--- src/design/range_sensor_median_filter_top_defines.svh ---
// ----------------------------------------------------------------------------
// Range sensor median filter: assertion macros
// Concurrent check wrappers, compiled out when SYNTH is defined.
// ----------------------------------------------------------------------------
`ifndef RANGE_SENSOR_MEDIAN_FILTER_TOP_DEFINES_SVH
`define RANGE_SENSOR_MEDIAN_FILTER_TOP_DEFINES_SVH

`ifndef SYNTH
// same-cycle implication
`define RSMF_ASSERT_HOLD(label, ante, cons) \
  label: assert property (@(posedge clk) disable iff (!rst_n) (ante) |-> (cons)) \
    else $error("rsmf check failed");
// next-cycle implication
`define RSMF_ASSERT_NEXT(label, ante, cons) \
  label: assert property (@(posedge clk) disable iff (!rst_n) (ante) |=> (cons)) \
    else $error("rsmf check failed");
`else
`define RSMF_ASSERT_HOLD(label, ante, cons)
`define RSMF_ASSERT_NEXT(label, ante, cons)
`endif

`endif

--- src/design/rsmf_pkg.sv ---
// ----------------------------------------------------------------------------
// rsmf_pkg
// Shared widths, register indexes, reset values, beat types and helpers.
// ----------------------------------------------------------------------------
package rsmf_pkg;

  localparam int DATA_W      = 16;
  localparam int TIME_W      = 32;
  localparam int CHAN_W      = 2;
  localparam int REG_IDX_W   = 3;
  localparam int NUM_LIMITS  = 4;
  localparam int HIST_DEPTH  = 3;
  localparam int CHANNELS_DEF = 4;

  localparam logic CMD_POLL    = 1'b0;
  localparam logic CMD_BRINGUP = 1'b1;

  localparam logic [REG_IDX_W-1:0] REG_LIMIT_CH0     = 3'd0;
  localparam logic [REG_IDX_W-1:0] REG_LIMIT_CH3     = 3'd3;
  localparam logic [REG_IDX_W-1:0] REG_FRESH_WINDOW  = 3'd4;
  localparam logic [REG_IDX_W-1:0] REG_FRAME_TIMEOUT = 3'd5;
  localparam logic [REG_IDX_W-1:0] REG_INVALID_CODE  = 3'd6;

  localparam logic [DATA_W-1:0] LIMIT_CH0_RST     = 16'd150;
  localparam logic [DATA_W-1:0] LIMIT_CH1_RST     = 16'd600;
  localparam logic [DATA_W-1:0] LIMIT_CH2_RST     = 16'd600;
  localparam logic [DATA_W-1:0] LIMIT_CH3_RST     = 16'd150;
  localparam logic [DATA_W-1:0] FRESH_WINDOW_RST  = 16'd150;
  localparam logic [DATA_W-1:0] FRAME_TIMEOUT_RST = 16'd250;
  localparam logic [DATA_W-1:0] INVALID_CODE_RST  = 16'd65535;

  typedef struct packed {
    logic              cmd;
    logic [CHAN_W-1:0] channel;
    logic [TIME_W-1:0] now_ms;
    logic              bus_ok;
    logic              frame_ready;
    logic              range_valid;
    logic [DATA_W-1:0] raw_mm;
  } item_t;

  typedef struct packed {
    logic [CHAN_W-1:0] channel_out;
    logic [DATA_W-1:0] distance_mm;
    logic              distance_fresh;
    logic              connected;
  } result_t;

  typedef struct packed {
    logic [NUM_LIMITS-1:0][DATA_W-1:0] limit;
    logic [DATA_W-1:0]                 fresh_window;
    logic [DATA_W-1:0]                 frame_timeout;
    logic [DATA_W-1:0]                 invalid_code;
  } cfg_t;

  // wrapping elapsed-time test
  function automatic logic passed(input logic [TIME_W-1:0] now,
                                  input logic [TIME_W-1:0] then_ms,
                                  input logic [DATA_W-1:0] interval);
    logic [TIME_W-1:0] diff;
    diff = now - then_ms;
    return diff >= {{(TIME_W-DATA_W){1'b0}}, interval};
  endfunction

  function automatic logic [DATA_W-1:0] mid3(input logic [DATA_W-1:0] a,
                                             input logic [DATA_W-1:0] b,
                                             input logic [DATA_W-1:0] c);
    logic [DATA_W-1:0] x;
    logic [DATA_W-1:0] y;
    logic [DATA_W-1:0] z;
    logic [DATA_W-1:0] t;
    x = a;
    y = b;
    z = c;
    if (x > y) begin
      t = x; x = y; y = t;
    end
    if (y > z) begin
      t = y; y = z; z = t;
    end
    if (x > y) begin
      t = x; x = y; y = t;
    end
    return y;
  endfunction

endpackage

--- src/design/range_sensor_median_filter_top.sv ---
// ----------------------------------------------------------------------------
// range_sensor_median_filter_top
// Per-channel range conditioning with median-of-three filtering.
//
//   channel | direction | handshake          | payload
//   in_     | input     | in_valid/in_stall  | cmd, channel, now_ms, status, raw_mm
//   out_    | output    | out_valid/out_stall| channel_out, distance_mm, fresh, connected
//   cfg_    | input     | cfg_valid/cfg_ready| cfg_index, cfg_data
//
// One beat accepted per cycle unless stalled; beats pass the input, then the output register.
// The rate is set by the per-channel state read-modify-write.
// Reset is synchronous; all channels come up retired with reset register values.
// A stalled result holds in the output register while one more beat waits in
// the input register; the input stalls only when both are full.
// ----------------------------------------------------------------------------
`include "range_sensor_median_filter_top_defines.svh"

module range_sensor_median_filter_top #(
  parameter int CHANNELS = rsmf_pkg::CHANNELS_DEF
) (
  input  logic                               clk,
  input  logic                               rst_n,
  input  logic                               in_valid,
  output logic                               in_stall,
  input  logic                               in_cmd,
  input  logic [rsmf_pkg::CHAN_W-1:0]        in_channel,
  input  logic [rsmf_pkg::TIME_W-1:0]        in_now_ms,
  input  logic                               in_bus_ok,
  input  logic                               in_frame_ready,
  input  logic                               in_range_valid,
  input  logic [rsmf_pkg::DATA_W-1:0]        in_raw_mm,
  output logic                               out_valid,
  input  logic                               out_stall,
  output logic [rsmf_pkg::CHAN_W-1:0]        out_channel_out,
  output logic [rsmf_pkg::DATA_W-1:0]        out_distance_mm,
  output logic                               out_distance_fresh,
  output logic                               out_connected,
  input  logic                               cfg_valid,
  output logic                               cfg_ready,
  input  logic [rsmf_pkg::REG_IDX_W-1:0]     cfg_index,
  input  logic [rsmf_pkg::DATA_W-1:0]        cfg_data
);

  rsmf_pkg::cfg_t    cfg_r;
  rsmf_pkg::item_t   item_r;
  rsmf_pkg::result_t res;
  rsmf_pkg::result_t res_r;
  logic              s1_valid_r;
  logic              s1_valid_nxt;
  logic              out_valid_r;
  logic              out_valid_nxt;
  logic              advance;
  logic              in_take;

  assign cfg_ready = 1'b1;

  always_ff @(posedge clk) begin
    if (!rst_n) begin
      cfg_r.limit[0]      <= rsmf_pkg::LIMIT_CH0_RST;
      cfg_r.limit[1]      <= rsmf_pkg::LIMIT_CH1_RST;
      cfg_r.limit[2]      <= rsmf_pkg::LIMIT_CH2_RST;
      cfg_r.limit[3]      <= rsmf_pkg::LIMIT_CH3_RST;
      cfg_r.fresh_window  <= rsmf_pkg::FRESH_WINDOW_RST;
      cfg_r.frame_timeout <= rsmf_pkg::FRAME_TIMEOUT_RST;
      cfg_r.invalid_code  <= rsmf_pkg::INVALID_CODE_RST;
    end else if (cfg_valid && cfg_ready) begin
      case (cfg_index) inside
        [rsmf_pkg::REG_LIMIT_CH0:rsmf_pkg::REG_LIMIT_CH3]: begin
          cfg_r.limit[cfg_index[1:0]] <= cfg_data;
        end
        rsmf_pkg::REG_FRESH_WINDOW:  cfg_r.fresh_window  <= cfg_data;
        rsmf_pkg::REG_FRAME_TIMEOUT: cfg_r.frame_timeout <= cfg_data;
        rsmf_pkg::REG_INVALID_CODE:  cfg_r.invalid_code  <= cfg_data;
        default: ;
      endcase
    end
  end

  // advance the held beat when the output register is free or draining
  assign advance  = s1_valid_r && (!out_valid_r || !out_stall);
  assign in_stall = s1_valid_r && !advance;
  assign in_take  = in_valid && !in_stall;

  assign s1_valid_nxt  = in_take || (s1_valid_r && !advance);
  assign out_valid_nxt = advance || (out_valid_r && out_stall);

  always_ff @(posedge clk) begin
    if (!rst_n) begin
      s1_valid_r  <= 1'b0;
      out_valid_r <= 1'b0;
    end else begin
      s1_valid_r  <= s1_valid_nxt;
      out_valid_r <= out_valid_nxt;
    end
  end

  always_ff @(posedge clk) begin
    if (in_take) begin
      item_r.cmd         <= in_cmd;
      item_r.channel     <= in_channel;
      item_r.now_ms      <= in_now_ms;
      item_r.bus_ok      <= in_bus_ok;
      item_r.frame_ready <= in_frame_ready;
      item_r.range_valid <= in_range_valid;
      item_r.raw_mm      <= in_raw_mm;
    end
    if (advance) begin
      res_r <= res;
    end
  end

  rsmf_chan_state #(
    .CHANNELS (CHANNELS)
  ) u_chan_state (
    .clk     (clk),
    .rst_n   (rst_n),
    .advance (advance),
    .item    (item_r),
    .cfg     (cfg_r),
    .res     (res)
  );

  assign out_valid          = out_valid_r;
  assign out_channel_out    = res_r.channel_out;
  assign out_distance_mm    = res_r.distance_mm;
  assign out_distance_fresh = res_r.distance_fresh;
  assign out_connected      = res_r.connected;

  `RSMF_ASSERT_HOLD(a_stall_only_when_full, in_stall, s1_valid_r && out_valid_r && out_stall)
  `RSMF_ASSERT_NEXT(a_advance_fills_output, advance, out_valid)
  `RSMF_ASSERT_HOLD(a_stale_reports_code,
                    out_valid && !out_distance_fresh, out_distance_mm == cfg_r.invalid_code)

endmodule

--- src/design/rsmf_chan_state.sv ---
// ----------------------------------------------------------------------------
// rsmf_chan_state
// Per-channel state, one-pass update and median-of-three result.
// ----------------------------------------------------------------------------
module rsmf_chan_state #(
  parameter int CHANNELS = rsmf_pkg::CHANNELS_DEF
) (
  input  logic              clk,
  input  logic              rst_n,
  input  logic              advance,
  input  rsmf_pkg::item_t   item,
  input  rsmf_pkg::cfg_t    cfg,
  output rsmf_pkg::result_t res
);

  localparam int CH_W = (CHANNELS > 1) ? $clog2(CHANNELS) : 1;
  localparam logic [rsmf_pkg::CHAN_W:0] CH_CNT = (rsmf_pkg::CHAN_W + 1)'(CHANNELS);

  logic                                 running_r    [CHANNELS];
  logic                                 seeded_r     [CHANNELS];
  logic [1:0]                           write_slot_r [CHANNELS];
  logic [2:0][rsmf_pkg::DATA_W-1:0]     hist_r       [CHANNELS];
  logic [rsmf_pkg::DATA_W-1:0]          filt_r       [CHANNELS];
  logic [rsmf_pkg::TIME_W-1:0]          lv_time_r    [CHANNELS];
  logic [rsmf_pkg::TIME_W-1:0]          lf_time_r    [CHANNELS];

  logic                             in_range;
  logic [CH_W-1:0]                  idx;
  logic                             run_nxt;
  logic                             seed_nxt;
  logic [1:0]                       slot_nxt;
  logic [2:0][rsmf_pkg::DATA_W-1:0] hist_nxt;
  logic [rsmf_pkg::DATA_W-1:0]      filt_nxt;
  logic [rsmf_pkg::TIME_W-1:0]      lv_nxt;
  logic [rsmf_pkg::TIME_W-1:0]      lf_nxt;
  logic                             stale;
  logic                             seed_eff;
  logic [1:0]                       slot_eff;
  logic [rsmf_pkg::DATA_W-1:0]      lim;
  logic [rsmf_pkg::DATA_W-1:0]      clamped;
  logic                             fresh;

  assign in_range = {1'b0, item.channel} < CH_CNT;
  assign idx      = item.channel[CH_W-1:0];
  assign lim      = cfg.limit[item.channel];
  assign clamped  = (item.raw_mm < lim) ? item.raw_mm : lim;

  always_comb begin
    run_nxt  = running_r[idx];
    seed_nxt = seeded_r[idx];
    slot_nxt = write_slot_r[idx];
    hist_nxt = hist_r[idx];
    filt_nxt = filt_r[idx];
    lv_nxt   = lv_time_r[idx];
    lf_nxt   = lf_time_r[idx];
    stale    = rsmf_pkg::passed(item.now_ms, lv_time_r[idx], cfg.fresh_window);
    seed_eff = seeded_r[idx] && !stale;
    slot_eff = stale ? 2'd0 : write_slot_r[idx];
    if (slot_eff > 2'd2) begin
      slot_eff = 2'd0;
    end
    if (item.cmd == rsmf_pkg::CMD_BRINGUP) begin
      run_nxt = 1'b1;
      lf_nxt  = item.now_ms;
    end else if (running_r[idx]) begin
      if (!item.bus_ok ||
          (!item.frame_ready &&
           rsmf_pkg::passed(item.now_ms, lf_time_r[idx], cfg.frame_timeout))) begin
        run_nxt  = 1'b0;
        seed_nxt = 1'b0;
        slot_nxt = 2'd0;
      end else if (item.frame_ready) begin
        lf_nxt = item.now_ms;
        if (item.range_valid) begin
          if (!seed_eff) begin
            hist_nxt = {3{clamped}};
          end
          hist_nxt[slot_eff] = clamped;
          slot_nxt = (slot_eff == 2'd2) ? 2'd0 : slot_eff + 2'd1;
          seed_nxt = 1'b1;
          filt_nxt = rsmf_pkg::mid3(hist_nxt[0], hist_nxt[1], hist_nxt[2]);
          lv_nxt   = item.now_ms;
        end
      end
    end
    fresh = in_range && run_nxt && seed_nxt &&
            !rsmf_pkg::passed(item.now_ms, lv_nxt, cfg.fresh_window);
    res.channel_out    = item.channel;
    res.distance_fresh = fresh;
    res.distance_mm    = fresh ? filt_nxt : cfg.invalid_code;
    res.connected      = in_range && run_nxt &&
                         !rsmf_pkg::passed(item.now_ms, lf_nxt, cfg.frame_timeout);
  end

  always_ff @(posedge clk) begin
    if (!rst_n) begin
      for (int c = 0; c < CHANNELS; c++) begin
        running_r[c]    <= 1'b0;
        seeded_r[c]     <= 1'b0;
        write_slot_r[c] <= 2'd0;
        lv_time_r[c]    <= '0;
        lf_time_r[c]    <= '0;
      end
    end else if (advance && in_range) begin
      running_r[idx]    <= run_nxt;
      seeded_r[idx]     <= seed_nxt;
      write_slot_r[idx] <= slot_nxt;
      lv_time_r[idx]    <= lv_nxt;
      lf_time_r[idx]    <= lf_nxt;
    end
  end

  always_ff @(posedge clk) begin
    if (advance && in_range) begin
      hist_r[idx] <= hist_nxt;
      filt_r[idx] <= filt_nxt;
    end
  end

endmodule
--- config.mk ---
export PLATFORM = sky130hd
export DESIGN_NAME = range_sensor_median_filter_top
export DESIGN_NICKNAME = d
export VERILOG_FILES = /design/src/design/rsmf_pkg.sv /design/src/design/range_sensor_median_filter_top.sv /design/src/design/rsmf_chan_state.sv
export VERILOG_INCLUDE_DIRS = /design/src /design/src/design
export SDC_FILE = /design/constraint.sdc
export NUM_CORES = 1
export LEC_CHECK = 0
export ABC_AREA = 1
export CORE_UTILIZATION = 45
export CTS_CLUSTER_SIZE = 14
export DETAILED_ROUTE_END_ITERATION = 8
export DONT_BUFFER_PORTS = 1
export PLACE_DENSITY = 0.58
export SYNTH_ARGS = -nofsm -noshare
export SYNTH_HDL_FRONTEND = slang
export SYNTH_SLANG_ARGS = --single-unit
--- constraint.sdc ---
create_clock -name clk -period 31.3 [get_ports clk]
set_input_delay 4.695 -clock clk [delete_from_list [all_inputs] [get_ports clk]]
set_output_delay 4.695 -clock clk [all_outputs]
set_load 0.02 [all_outputs]
==> results.toml <==
[hold_path]
hp-class = "flop to flop"
min_to = "cfg_r[68]"
holdPathStages = 2
min_from = "cfg_r[68]"

[sta]
final_hold_viol_count = 0
tightest_slew_ns = 1.11
tns_ns = 0
period_needed_ns = 14.56
rsz0062_at_grt = "no"
max_freq_mhz = 68.7
fin_skew_ns = 0.0309
drv_slew = 0
min_period_over_period_pct = 46.5
setup_slack_ns = 16.74
setup_viol = 0
slew-limit-headroom_pct = 26.0

[drt]
vias_per_cell = 5.61
final_antenna_net_count = 0
drt_iter0_drc = 3086
drt-total-wl_um = 132000
drcViolationCount = 0
firstDrtPassIters = 6
routedWlPerCell_um = 21.1
dr_total_vias = 35100

[logic_synthesis]
ys.flop_type = "edfxtp_1"
synthesis.nets = 5347
yosys_warnings = 0
synth-compound-area-share_pct = 13.0
ys_top_cells_by_area = "edfxtp_1 42%, nand2_1 11%, ha_1 7.6%"
synthMuxAreaShare_pct = 0
synthAdderAreaFrac_pct = 7.75
synth_top_family_by_area = "simple AND/OR/NAND/NOR gates"
yosys.area_share.simple_pct = 23.9
synth_area_sq_um = 42400
synth_enable_flop_cells = 596
yosysSeqAreaShare_pct = 48.0
synth_largest_area_cell = "edfxtp_1"
avgSynthCellArea_sq_um = 8.46
synth-xor-area-share_pct = 1.65
synth_top_area_share_pct = 42.2
synth_cells = 5009
synth_cell_type_count = 66
synth_seq_cells = 718
async_flop_share_pct = 0

[worst_setup_path]
path_class = "flop to flop"
required_ns = 31.73
crit_top_cell = "nand2_1"
start_kind = "flop"
cp_max_fo = 84
r2r_setup_slack_ns = 16.74
cp-end-kind = "flop"
worstPathArrival_ns = 14.99
r2r-end = "u_chan_state.filt_r[0][5]"
r2r_cells = 67
max_stage_delay_ns = 0.88
crit_path_top_delay_cell = "buf_4"

[clock_network]
cts_tree = "done"
cts_root_buf = "clkbuf_16"
numClockSinks = 718
clk_path_buf_depth = 3
postCtsSetupBuffers = 0
cts.clk_slew.worst_paths_ns = 0.06
htreeDepth = 3
cts_buffers = 79
hold_buffers = 0
clk-insertion-delay-late_ns = 0.68
cts_resized = 0

[place]
place_congestion = 0.958
port_buffers = 0
hpwl_um = 93000
place_inst = 6107
pre_cts_ws_ns = 16.92

[global_routing]
grt_max_degree = 150
overflow = 0
antenna_found_initial = 1
grt_pass1_vias = 33300
grt_usage_pct = 27.6
grt_pass1_wl_um = 201000

[floorplanning]
floorplan.initialDensity_pct = 45.4
rows = 112
placeableCoreArea_sq_um = 93300
dieArea_sq_um = 95400
io_pins = 101
die_y_um = 309
die_w_um = 309

[status]
outcome = "complete, no violations"

[finish]
num_antenna_cells = 0
utilization_pct = 49.7
nNetsFinal = 5272
final_cells = 6253
synthToLayoutAreaGrowth_pct = 9.40
layout-drive-gt1-share_pct = 5.60
nFillCells = 9098

[power_and_ir_drop]
irDropWorstVdd_mv = 0.0584
leakagePower_nw = 19.4
power.density_nw_per_um2 = 64.4

[flow_run]
maxCapViolations = 0
worst max-delay path, delay by kind of cell, from the launching register on:
kind	cells	cell delay (ns)
AO/OA/AOI/OAI	15	2.54
buffers and inverters	14	4.59
AND/OR/NAND/NOR	31	4.71
XOR/XNOR	1	0.18
flip-flops	1	0.29
adder cells (fa/ha/maj)	6	1.80
layout by cell type, fill, tap and decap left out, types with 26 or more instances in the layout:
cell	count
a32o_1	68
nor2_1	656
xor2_1	52
o21ai_0	232
edfxtp_1	596
a32oi_1	27
nand2_1	1282
xnor2_1	26
o21ai_1	68
nand4_1	80
ha_1	256
a21oi_1	325
inv_1	392
buf_4	50
clkbuf_16	80
nand3_1	261
dfxtp_1	121
worst max-delay path by stage:
stage | startpoint | endpoint | slack [ns] | depth (start not counted)
6_report | flop | u_chan_state.filt_r[0][5] | 16.74 | 67
5_1_grt | flop | u_chan_state.filt_r[2][5] | 15.42 | 67
4_1_cts | flop | u_chan_state.filt_r[2][5] | 16.86 | 65
3_5_place_dp | flop | u_chan_state.filt_r[1][5] | 16.92 | 65
3_3_place_gp | flop | u_chan_state.filt_r[1][5] | 17.10 | 66
2_1_floorplan | out_stall | u_chan_state.lf_time_r[1][0] | 18.96 | 6
sequential cells by signal (all words and copies together) (netlist names), named ones only:
name / cells
item_r: 54
u_chan_state.write_slot_r: 8
out_channel_out: 2
s1_valid_r: 1
u_chan_state.running_r: 4
out_distance_fresh: 1
u_chan_state.lv_time_r: 128
u_chan_state.filt_r: 64
u_chan_state.lf_time_r: 128
u_chan_state.seeded_r: 4
out_distance_mm: 16
cfg_r: 112
u_chan_state.hist_r: 192
out_valid: 1
out_connected: 1
synth_stat cells (28+ instances only):
cell type and number:
nand2_1 1288, nor2_1 657, edfxtp_1 596, inv_1 394, a21oi_1 325, nand3_1 261, ha_1 256, o21ai_0 233
clkbuf_1 170, dfxtp_1 122, nand4_1 80, o21ai_1 70, a32o_1 68, xor2_1 52, nor3_1 28
logic make-up (layout without fill, tap and decap cells):
logic type                 count (synthesis)  count (layout)
and+or+nand+nor                         2429            2429
DFF                                      718             718
xor gates and xnor gates                  79              79
other                                      1               1
AOI/OAI and AO/OA                        907             907
buffers and inverters                    615             605
adders and majority gates                260             260
metal layers:
layer / up-vias / wire (um) / GRT usage (%)
met4: 0 / 3940 / 8.73
li1: 17100 / - / -
met5: - / 0 / 0
met1: 16800 / 56900 / 36.5
met2: 1010 / 63600 / 47.2
met3: 194 / 7550 / 3.39
power breakdown:
group          leakage, nW  switching [mW]  internal (mW)
Combinational         11.3           0.623          0.281
Clock                 1.33           0.402          0.578
Sequential            6.76          0.0177           1.08
cell type report:
class                           instances  area [sq um]  area share, %
Clock inverter                         44           584           1.26
Timing Repair Buffer                   51           395          0.853
Multi-Input combinational cell       3676         19800           42.6
Tap cell                             1254          1570           3.38
Inverter                              408          1540           3.33
Sequential cell                       718         20300           43.9
Clock buffer                          102          2160           4.67
per-stage QoR:
stage	instance area [sq um]	power [mW]	hold slack, ns
2_1_floorplan	42400	1.75	0.442
3_3_place_gp	43600	2.01	0.452
3_5_place_dp	43600	2.01	0.458
4_1_cts	46400	2.99	0.476
5_1_grt	46400	3.14	0.492
6_report	46400	2.98	0.473
(Power assumes the default switching activity.)
